[src/hdl/mqrf_pkg.sv]
// shared constants, types and ring helpers for the multi-queue ring fifo
package mqrf_pkg;

    // geometry
    localparam int NUM_QUEUES  = 4;
    localparam int MAX_SLOTS   = 16;
    localparam int ELEM_BITS   = 32;
    localparam int STORE_DEPTH = NUM_QUEUES * MAX_SLOTS;

    // widths
    localparam int QID_W      = 2;
    localparam int ACTION_W   = 3;
    localparam int DATA_W     = 32;
    localparam int STATUS_W   = 2;
    localparam int COUNT_W    = 4;
    localparam int ACT_W      = 3;
    localparam int CFG_W      = 5;
    localparam int CFG_IDX_W  = 3;
    localparam int CFG_SLOT_Q = 4;
    localparam int IDX_W      = (MAX_SLOTS > 1) ? $clog2(MAX_SLOTS) : 1;
    localparam int SLOTS_W    = $clog2(MAX_SLOTS + 1);
    localparam int ADDR_W     = $clog2(STORE_DEPTH);

    // reset value of a slot count register
    localparam logic [CFG_W-1:0] SLOTS_RESET = CFG_W'(16);

    // action codes
    localparam logic [ACTION_W-1:0] ACT_PUSH  = 3'd0;
    localparam logic [ACTION_W-1:0] ACT_POP   = 3'd1;
    localparam logic [ACTION_W-1:0] ACT_PEEK  = 3'd2;
    localparam logic [ACTION_W-1:0] ACT_COUNT = 3'd3;
    localparam logic [ACTION_W-1:0] ACT_CLEAR = 3'd4;

    // status codes
    localparam logic [STATUS_W-1:0] ST_DONE     = 2'd0;
    localparam logic [STATUS_W-1:0] ST_FULL     = 2'd1;
    localparam logic [STATUS_W-1:0] ST_EMPTY    = 2'd2;
    localparam logic [STATUS_W-1:0] ST_INACTIVE = 2'd3;

    // configuration register indices
    localparam logic [CFG_IDX_W-1:0] REG_ACTIVE    = 3'd0;
    localparam logic [CFG_IDX_W-1:0] REG_SLOTS_Q0  = 3'd1;

    // slot store access issued with an accepted transaction
    typedef struct packed {
        logic              we;
        logic              re;
        logic [ADDR_W-1:0] addr;
    } mem_req_t;

    // result fields known at acceptance, data follows from the store
    typedef struct packed {
        logic [STATUS_W-1:0] status;
        logic [COUNT_W-1:0]  count;
        logic                full;
        logic                empty;
        logic                rd_sel;
    } result_t;

    // slot count clamped to the legal range
    function automatic logic [SLOTS_W-1:0] clamp_slots(input logic [CFG_W-1:0] v);
        logic [SLOTS_W-1:0] s;
        if (int'(v) < 2)
            s = SLOTS_W'(2);
        else if (int'(v) > MAX_SLOTS)
            s = SLOTS_W'(MAX_SLOTS);
        else
            s = SLOTS_W'(v);
        return s;
    endfunction

    // active count clamped to the number of queues
    function automatic logic [ACT_W-1:0] clamp_active(input logic [ACT_W-1:0] v);
        logic [ACT_W-1:0] a;
        if (int'(v) > NUM_QUEUES)
            a = ACT_W'(NUM_QUEUES);
        else
            a = v;
        return a;
    endfunction

    // advance a ring index, wrapping at the slot count
    function automatic logic [IDX_W-1:0] ring_next(input logic [IDX_W-1:0] idx,
                                                   input logic [SLOTS_W-1:0] s);
        logic [SLOTS_W-1:0] n;
        logic [IDX_W-1:0]   r;
        n = SLOTS_W'(idx) + SLOTS_W'(1);
        if (n >= s)
            r = '0;
        else
            r = n[IDX_W-1:0];
        return r;
    endfunction

    // entries held between front and rear
    function automatic logic [COUNT_W-1:0] ring_count(input logic [IDX_W-1:0] f,
                                                      input logic [IDX_W-1:0] r,
                                                      input logic [SLOTS_W-1:0] s);
        logic [SLOTS_W-1:0] c;
        if (r < f)
            c = s - SLOTS_W'(f) + SLOTS_W'(r);
        else
            c = SLOTS_W'(r) - SLOTS_W'(f);
        return c[COUNT_W-1:0];
    endfunction

    // flat store address of a queue slot
    function automatic logic [ADDR_W-1:0] slot_addr(input logic [QID_W-1:0] q,
                                                    input logic [IDX_W-1:0] idx);
        return ADDR_W'(int'(q) * MAX_SLOTS + int'(idx));
    endfunction

endpackage

[src/hdl/mqrf_slot_ram.sv]
// single-port slot store with registered read data
module mqrf_slot_ram #(
    parameter int ADDR_W = 6,
    parameter int DATA_W = 32
) (
    input  logic              clk,
    input  logic              we,
    input  logic              re,
    input  logic [ADDR_W-1:0] addr,
    input  logic [DATA_W-1:0] wdata,
    output logic [DATA_W-1:0] rdata
);

    logic [DATA_W-1:0] mem_reg [0:(1 << ADDR_W)-1];
    logic [DATA_W-1:0] rdata_reg;

    // write port
    always_ff @(posedge clk)
    begin
        if (we)
            mem_reg[addr] <= wdata;
    end

    // read port, data registered when re is high
    always_ff @(posedge clk)
    begin
        if (re)
            rdata_reg <= mem_reg[addr];
    end

    assign rdata = rdata_reg;

endmodule

[src/hdl/mqrf_ctrl.sv]
// queue index state, configuration registers and per-transaction decision
module mqrf_ctrl (
    input  logic                                 clk,
    input  logic                                 rst_n,
    input  logic                                 cfg_we,
    input  logic [mqrf_pkg::CFG_IDX_W-1:0]       cfg_index,
    input  logic [mqrf_pkg::CFG_W-1:0]           cfg_data,
    input  logic                                 accept,
    input  logic [mqrf_pkg::ACTION_W-1:0]        action,
    input  logic [mqrf_pkg::QID_W-1:0]           queue_id,
    output mqrf_pkg::mem_req_t                   mem_req,
    output mqrf_pkg::result_t                    result
);

    logic [mqrf_pkg::ACT_W-1:0]   active_reg;
    logic [mqrf_pkg::CFG_W-1:0]   slots_reg [0:mqrf_pkg::CFG_SLOT_Q-1];
    logic [mqrf_pkg::IDX_W-1:0]   front_reg [0:mqrf_pkg::NUM_QUEUES-1];
    logic [mqrf_pkg::IDX_W-1:0]   rear_reg  [0:mqrf_pkg::NUM_QUEUES-1];

    logic [mqrf_pkg::ACT_W-1:0]   eff_active;
    logic [mqrf_pkg::ACT_W-1:0]   new_active;
    logic                         q_active;
    logic [mqrf_pkg::SLOTS_W-1:0] sel_slots;
    logic [mqrf_pkg::IDX_W-1:0]   sel_front;
    logic [mqrf_pkg::IDX_W-1:0]   sel_rear;
    logic [mqrf_pkg::IDX_W-1:0]   nxt_front;
    logic [mqrf_pkg::IDX_W-1:0]   nxt_rear;
    logic [mqrf_pkg::IDX_W-1:0]   sel_front_next;
    logic [mqrf_pkg::IDX_W-1:0]   sel_rear_next;
    logic                         do_write;
    logic                         do_read;
    logic [mqrf_pkg::ADDR_W-1:0]  acc_addr;
    logic [mqrf_pkg::STATUS_W-1:0] acc_status;

    assign eff_active = mqrf_pkg::clamp_active(active_reg);
    assign new_active = mqrf_pkg::clamp_active(cfg_data[mqrf_pkg::ACT_W-1:0]);

    // configuration registers
    always_ff @(posedge clk or negedge rst_n)
    begin
        if (!rst_n)
        begin
            active_reg <= '0;
            for (int i = 0; i < mqrf_pkg::CFG_SLOT_Q; i++)
                slots_reg[i] <= mqrf_pkg::SLOTS_RESET;
        end
        else if (cfg_we)
        begin
            if (cfg_index == mqrf_pkg::REG_ACTIVE)
                active_reg <= cfg_data[mqrf_pkg::ACT_W-1:0];
            for (int i = 0; i < mqrf_pkg::CFG_SLOT_Q; i++)
                if (int'(cfg_index) == int'(mqrf_pkg::REG_SLOTS_Q0) + i)
                    slots_reg[i] <= cfg_data;
        end
    end

    // decision for the presented transaction
    always_comb
    begin
        sel_front  = front_reg[queue_id];
        sel_rear   = rear_reg[queue_id];
        sel_slots  = mqrf_pkg::clamp_slots(slots_reg[queue_id]);
        nxt_front  = mqrf_pkg::ring_next(sel_front, sel_slots);
        nxt_rear   = mqrf_pkg::ring_next(sel_rear, sel_slots);
        q_active   = (int'(queue_id) < mqrf_pkg::NUM_QUEUES)
                     && (mqrf_pkg::ACT_W'(queue_id) < eff_active);

        sel_front_next = sel_front;
        sel_rear_next  = sel_rear;
        acc_status     = mqrf_pkg::ST_DONE;
        do_write       = 1'b0;
        do_read        = 1'b0;
        acc_addr       = mqrf_pkg::slot_addr(queue_id, nxt_front);

        if (!q_active)
            acc_status = mqrf_pkg::ST_INACTIVE;
        else
        begin
            unique case (action)
                mqrf_pkg::ACT_PUSH:
                begin
                    acc_addr = mqrf_pkg::slot_addr(queue_id, nxt_rear);
                    if (nxt_rear == sel_front)
                        acc_status = mqrf_pkg::ST_FULL;
                    else
                    begin
                        sel_rear_next = nxt_rear;
                        do_write      = 1'b1;
                    end
                end
                mqrf_pkg::ACT_POP, mqrf_pkg::ACT_PEEK:
                begin
                    if (sel_front == sel_rear)
                        acc_status = mqrf_pkg::ST_EMPTY;
                    else
                    begin
                        do_read = 1'b1;
                        if (action == mqrf_pkg::ACT_POP)
                            sel_front_next = nxt_front;
                    end
                end
                mqrf_pkg::ACT_CLEAR:
                begin
                    sel_front_next = '0;
                    sel_rear_next  = '0;
                end
                // count query and unused codes leave the queue alone
                default:
                begin
                end
            endcase
        end

        mem_req.we   = accept && do_write;
        mem_req.re   = accept && do_read;
        mem_req.addr = acc_addr;

        result.status = acc_status;
        result.rd_sel = do_read;
        if (q_active)
        begin
            result.count = mqrf_pkg::ring_count(sel_front_next, sel_rear_next, sel_slots);
            result.full  = mqrf_pkg::ring_next(sel_rear_next, sel_slots) == sel_front_next;
            result.empty = sel_front_next == sel_rear_next;
        end
        else
        begin
            result.count = '0;
            result.full  = 1'b0;
            result.empty = 1'b0;
        end
    end

    // front and rear indices per queue
    always_ff @(posedge clk or negedge rst_n)
    begin
        if (!rst_n)
        begin
            for (int q = 0; q < mqrf_pkg::NUM_QUEUES; q++)
            begin
                front_reg[q] <= '0;
                rear_reg[q]  <= '0;
            end
        end
        else
        begin
            for (int q = 0; q < mqrf_pkg::NUM_QUEUES; q++)
            begin
                if (cfg_we && (cfg_index == mqrf_pkg::REG_ACTIVE)
                    && (q >= int'(eff_active)) && (q < int'(new_active)))
                begin
                    front_reg[q] <= '0;
                    rear_reg[q]  <= '0;
                end
                else if (cfg_we && (int'(cfg_index) == int'(mqrf_pkg::REG_SLOTS_Q0) + q))
                begin
                    front_reg[q] <= '0;
                    rear_reg[q]  <= '0;
                end
                else if (accept && (int'(queue_id) == q))
                begin
                    front_reg[q] <= sel_front_next;
                    rear_reg[q]  <= sel_rear_next;
                end
            end
        end
    end

endmodule

[src/hdl/multi_queue_ring_fifo.sv]
// top level of the multi-queue ring fifo: handshakes, result staging, checks
//
//  channel | direction | handshake              | payload
//  --------+-----------+------------------------+-------------------------------------------
//  in      | to block  | in_valid / in_ready    | action, queue_id, data_in
//  out     | from block| out_valid / out_ready  | status, data_out, count, is_full, is_empty
//  cfg     | to block  | cfg_we (no wait)       | cfg_index, cfg_data
//
// one transaction per cycle while results are taken; a result passes from the pending
// stage to the output registers; slot store read data is registered with the pending stage.
// indices update at acceptance, so the next transaction sees them.
// reset empties every queue, deactivates all queues and sets every slot count to 16.
// a stalled output holds the pending stage; in_ready drops until the output moves.
module multi_queue_ring_fifo (
    input  logic                              clk,
    input  logic                              rst_n,
    input  logic                              cfg_we,
    input  logic [mqrf_pkg::CFG_IDX_W-1:0]    cfg_index,
    input  logic [mqrf_pkg::CFG_W-1:0]        cfg_data,
    input  logic                              in_valid,
    output logic                              in_ready,
    input  logic [mqrf_pkg::ACTION_W-1:0]     action,
    input  logic [mqrf_pkg::QID_W-1:0]        queue_id,
    input  logic [mqrf_pkg::DATA_W-1:0]       data_in,
    output logic                              out_valid,
    input  logic                              out_ready,
    output logic [mqrf_pkg::STATUS_W-1:0]     status,
    output logic [mqrf_pkg::DATA_W-1:0]       data_out,
    output logic [mqrf_pkg::COUNT_W-1:0]      count,
    output logic                              is_full,
    output logic                              is_empty
);

    logic                              accept;
    logic                              move;
    mqrf_pkg::mem_req_t                mem_req;
    mqrf_pkg::result_t                 acc_res;
    logic [mqrf_pkg::ELEM_BITS-1:0]    rd_data;

    logic                              pend_reg;
    logic                              pend_next;
    mqrf_pkg::result_t                 pend_res_reg;
    logic                              out_valid_reg;
    logic                              out_valid_next;
    mqrf_pkg::result_t                 out_res_reg;
    logic [mqrf_pkg::DATA_W-1:0]       out_data_reg;

    // handshake
    assign move     = pend_reg && (!out_valid_reg || out_ready);
    assign in_ready = !pend_reg || move;
    assign accept   = in_valid && in_ready;

    mqrf_ctrl u_ctrl (
        .clk       (clk),
        .rst_n     (rst_n),
        .cfg_we    (cfg_we),
        .cfg_index (cfg_index),
        .cfg_data  (cfg_data),
        .accept    (accept),
        .action    (action),
        .queue_id  (queue_id),
        .mem_req   (mem_req),
        .result    (acc_res)
    );

    mqrf_slot_ram #(
        .ADDR_W (mqrf_pkg::ADDR_W),
        .DATA_W (mqrf_pkg::ELEM_BITS)
    ) u_slot_ram (
        .clk   (clk),
        .we    (mem_req.we),
        .re    (mem_req.re),
        .addr  (mem_req.addr),
        .wdata (mqrf_pkg::ELEM_BITS'(data_in)),
        .rdata (rd_data)
    );

    // stage valid flags
    always_comb
    begin
        pend_next = pend_reg;
        if (accept)
            pend_next = 1'b1;
        else if (move)
            pend_next = 1'b0;

        out_valid_next = out_valid_reg;
        if (move)
            out_valid_next = 1'b1;
        else if (out_ready)
            out_valid_next = 1'b0;
    end

    always_ff @(posedge clk or negedge rst_n)
    begin
        if (!rst_n)
        begin
            pend_reg      <= 1'b0;
            out_valid_reg <= 1'b0;
        end
        else
        begin
            pend_reg      <= pend_next;
            out_valid_reg <= out_valid_next;
        end
    end

    // pending and output payload
    always_ff @(posedge clk)
    begin
        if (accept)
            pend_res_reg <= acc_res;
        if (move)
        begin
            out_res_reg  <= pend_res_reg;
            out_data_reg <= pend_res_reg.rd_sel ? mqrf_pkg::DATA_W'(rd_data) : '0;
        end
    end

    assign out_valid = out_valid_reg;
    assign status    = out_res_reg.status;
    assign data_out  = out_data_reg;
    assign count     = out_res_reg.count;
    assign is_full   = out_res_reg.full;
    assign is_empty  = out_res_reg.empty;

    // a pending result with room ahead reaches the output
    a_pend_moves: assert property (@(posedge clk) disable iff (!rst_n)
        (pend_reg && (!out_valid_reg || out_ready)) |=> out_valid_reg)
        else $error("pending result did not reach the output");

    // an inactive queue reports nothing else
    a_inactive_zero: assert property (@(posedge clk) disable iff (!rst_n)
        (out_valid_reg && (status == mqrf_pkg::ST_INACTIVE))
        |-> (count == '0) && !is_full && !is_empty)
        else $error("inactive queue result carries nonzero fields");

    // read data is zero on any failing status
    a_data_zero: assert property (@(posedge clk) disable iff (!rst_n)
        (out_valid_reg && (status != mqrf_pkg::ST_DONE)) |-> (data_out == '0))
        else $error("data returned with a failing status");

    // a queue is never full and empty at once
    a_full_empty: assert property (@(posedge clk) disable iff (!rst_n)
        out_valid_reg |-> !(is_full && is_empty))
        else $error("queue reported full and empty together");

endmodule
[config.mk]
export PLATFORM = sky130hd
export DESIGN_NAME = multi_queue_ring_fifo
export DESIGN_NICKNAME = d
export VERILOG_FILES = /design/src/hdl/mqrf_pkg.sv /design/src/hdl/mqrf_slot_ram.sv /design/src/hdl/mqrf_ctrl.sv /design/src/hdl/multi_queue_ring_fifo.sv
export SDC_FILE = /design/constraint.sdc
export NUM_CORES = 2
export LEC_CHECK = 0
export BUFFER_PORTS_ARGS = -buffer_cell sky130_fd_sc_hd__buf_2
export CAP_MARGIN = 25
export CELL_PAD_IN_SITES_DETAIL_PLACEMENT = 1
export CELL_PAD_IN_SITES_GLOBAL_PLACEMENT = 1
export CORE_ASPECT_RATIO = 0.6
export CORE_UTILIZATION = 39
export CTS_CLUSTER_SIZE = 12
export DETAILED_ROUTE_END_ITERATION = 10
export GPL_ROUTABILITY_DRIVEN = 0
export PLACE_DENSITY_LB_ADDON = 0.2
export SLEW_MARGIN = 20
export SYNTH_ARGS = -nofsm -noshare
export SYNTH_HDL_FRONTEND = slang
export SYNTH_HIERARCHICAL = 1
export SYNTH_SLANG_ARGS = --single-unit
[constraint.sdc]
create_clock -name clk -period 12.7 [get_ports clk]
set_clock_uncertainty 0.05 [all_clocks]
set_input_delay 0.635 -clock clk [delete_from_list [all_inputs] [get_ports clk]]
set_output_delay 0.635 -clock clk [all_outputs]
set_load 0.02 [all_outputs]
==> impl_results.md <==
* Hold path startpoint: cfg_data[4]
* Max-cap violation count at 0
* Crit path launch: queue_id[0]
* RSZ-0062 raised after global routing: false
* Total routed wirelength at ~280000 um
* Share of flip-flops with an asynchronous set or reset at 0.0261
* Max clock buf depth at 4
* Overall die area at 220000 um^2
* Cells after synthesis at roughly 4700
* Per-cell via count in the routed design at ~6.2
* Nets at 5021
* Length in cells of the worst reg-to-reg path at 20
* Number of synthesized register bits at about 2200
* Result of the run: finished clean
* Top library cells by usage in the layout, fill and taps aside: edfxtp_1, mux2i_1, clkbuf_16, a22oi_1, buf_4
* IR drop worst, VDD at 200 uV
* Seq/Total Area, Yosys at 0.767
* Number of design-rule violations left by the first detailed-router iteration at 6942
* Final HPWL DP at 163000 um
* Critical path class: in2reg
* Worst hold path stage count at 2
* Final-report max-slew violation count at 0
* Post-synth top area share at 0.750
* Required time reported for the critical path endpoint at 13.22 ns
* Clock tree from TritonCTS: done
* Final Hold Vio Count at 0
* Cell count after placement at approximately 7600
* Number of top-level design ports at 92
* Non-filler instance count after layout at 7907
* Pin slew with the least headroom to its limit at 1.20 ns
* Antenna violations before repair at 32
* Root buffer cell: clkbuf_16
* Fraction of final layout cells sized beyond drive strength 1 at 0.192
* Count of warnings emitted by yosys at 6
* Area contributors post-synth: edfxtp_1, mux2i_1, mux4_2, mux2_2, a221oi_1
* Layout Utilization at 0.444
* Placeable Area at 217000 um^2
* Row Count at 132
* Number of flip-flops under the largest register name at 2048
* Area growth syn-to-layout at 12.8%
* I/O Buffers at 91
* Post-CTS Setup Bufs at 0
* Chip Height at 364 um
* Launching element type of the critical path: input pin
* Per-instance average area after synthesis at between 15 and 20 um^2
* Worst Hold Margin at 0.0797 ns
* Number of routed nets with antenna violations at 0
* Total iterations of the first detailed-routing run at 9
* Most common cell after layout, fill and taps aside: edfxtp_1
* Fill cell count at 20300
* Worst-Skew Late Latency at about 0.87 ns
* Signal arrival time at the worst endpoint at 8.45 ns
* Number of global-route vias before repair at 48100
* Global Route Usage Sum at 0.249
* Cell accounting for the most synthesized area: edfxtp_1
* Path type of the worst min-delay path: in2reg
* Post-route clock period utilization at 0.625
* Starting density of the core at 0.394
* Maximum net fanout on the critical path at 88
* Power per unit of standard cell area at 223 nW/um^2
* Time the final worst path needs with I/O delays and setup at 7.94 ns
* Sort of element at the end of the critical path: flip-flop
* Leakage power summed over all cells at 30.6 nW
* Setup violation total in the final timing report at 0
* FF-to-FF Start: u_ctrl/slots_reg[14]
* # DRC at 0
* Netlist Area Pre-Place at 85200 um^2
* Number of synthesized flops with an enable pin at 2129
* Setup TNS at 0 ns
* Number of H-tree levels at 4
* Max Clk Rate at 0.126 GHz
* Horizontal die dimension at 606 um
* Most instantiated flip-flop cell in the synthesis netlist: edfxtp_1
* Final routed wire length divided by cell count at 35.1 um
* Net count after synthesis at 4829
* Count of vias placed by the detailed router at between 40000 and 50000
* Distinct cell type count after synthesis at 82
* Clk slew on worst S/H paths at 0.06 ns
* Slew HR at 0.193
* Number of clock buffers inserted by TritonCTS at roughly 220
* Sinks on the clock net at 2186
* Grt ovf at 0
* Wire length of the first global-routing pass at 386000 um
* Maximum number of pins on one net before global-route repair at 108
==> power breakdown <==
group          total [mW]  internal [mW]  switching [mW]
Sequential           8.12           8.06          0.0558
Combinational        7.51           2.60            4.90
Clock                5.81           3.16            2.65
Total                21.4           13.8            7.61
==> metrics by stage <==
stage / area (um^2) / setup WS [ns] / power [mW]
after floorplan: 85200 / 5.80 / 12.9
after global routing: 96100 / 4.60 / 22.2
after CTS: 96100 / 5.01 / 21.4
final: 96200 / 4.76 / 21.4
after global placement: 89900 / 1.74 / 15.5
after detailed placement: 90100 / 4.06 / 15.6
==> path summary, 6_finish.rpt <==
check / end / slack [ns]
max: u_slot_ram/rdata[2] / 4.76
min: u_ctrl/slots_reg[9] / 0.08
max reg2reg: u_slot_ram/rdata[2] / 4.92
min reg2reg: count[2] / 0.37
max in group asynchronous: u_ctrl/slots_reg[8] / 11.58
min in group asynchronous: out_valid / 0.43
==> cell usage after synthesis, types with 16 or more instances <==
cell	instances
edfxtp_1	2129
mux2i_1	264
nor2_1	202
a22oi_1	188
clkbuf_1	178
a221oi_1	175
mux2_2	172
a21oi_1	130
mux4_2	106
o21ai_0	97
o22ai_1	94
and3_1	90
buf_2	84
o22a_1	70
a22o_1	66
nand3_1	59
dfrtp_1	53
nand2_1	50
a211oi_1	49
a31oi_1	47
buf_1	35
and2_2	32
nor3_1	30
nand2b_1	29
ha_1	26
inv_1	20
a221o_1	17
a222oi_1	16
nor4_1	16
==> kinds of logic (layout without fill, tap and decap cells) <==
| family | count (synthesis) | count (layout) | synth area share |
|---|---|---|---|
| muxes | 545 | 545 | 0.0825 |
| AOI/OAI and AO/OA | 1032 | 1032 | 0.0886 |
| and+or+nand+nor | 593 | 593 | 0.0370 |
| other | 0 | 7 | 0 |
| xor gates and xnor gates | 19 | 19 | 0.00213 |
| DFF | 2186 | 2186 | 0.767 |
| adders and majority gates | 30 | 30 | 0.00476 |
| buffers and inverters | 344 | 614 | 0.0181 |
==> what timing repair did <==
action,in CTS,in global routing
endpoints found under the setup margin,0,0
hold buffers,5,0
resized for setup,0,0
endpoints found under the hold margin,59,0
==> routing by layer <==
layer / vias to the layer above / wire length [um] / global-route usage
li1: 19900 / - / -
met1: 26200 / 130000 / 0.399
met2: 2542 / 110000 / 0.331
met3: 332 / 32500 / 0.0694
met4: 12 / 5280 / 0.0500
met5: - / 75 / 0
==> critical path: stages <==
cell,delay [ns]
buf_2,0.09
buf_4,0.48
mux2_2,0.41
o21ai_0,0.60
o311a_1,0.51
ha_1,0.29
nand2b_1,0.14
a21o_1,0.19
a21o_1,0.19
a21oi_1,0.28
o21a_1,0.29
nand3_1,0.17
o21ai_4,0.21
buf_12,0.45
inv_1,0.46
buf_4,0.39
and3_1,0.20
nor4_1,0.94
a31oi_1,0.30
a2111oi_2,0.66
buf_4,0.30
nand3_1,0.09
==> cell type report <==
type / instances / area [um^2] / area share
diodes: 7 / 17.5 / 0.000182
clock buffers: 276 / 5750 / 0.0598
clock inverters: 20 / 145 / 0.00151
inverters: 21 / 86.3 / 0.000898
multi-input cells: 2219 / 19000 / 0.198
flip-flops and latches: 2186 / 65400 / 0.680
well taps: 2881 / 3600 / 0.0375
repair buffers: 297 / 2160 / 0.0225
(Power assumes the default switching activity.)
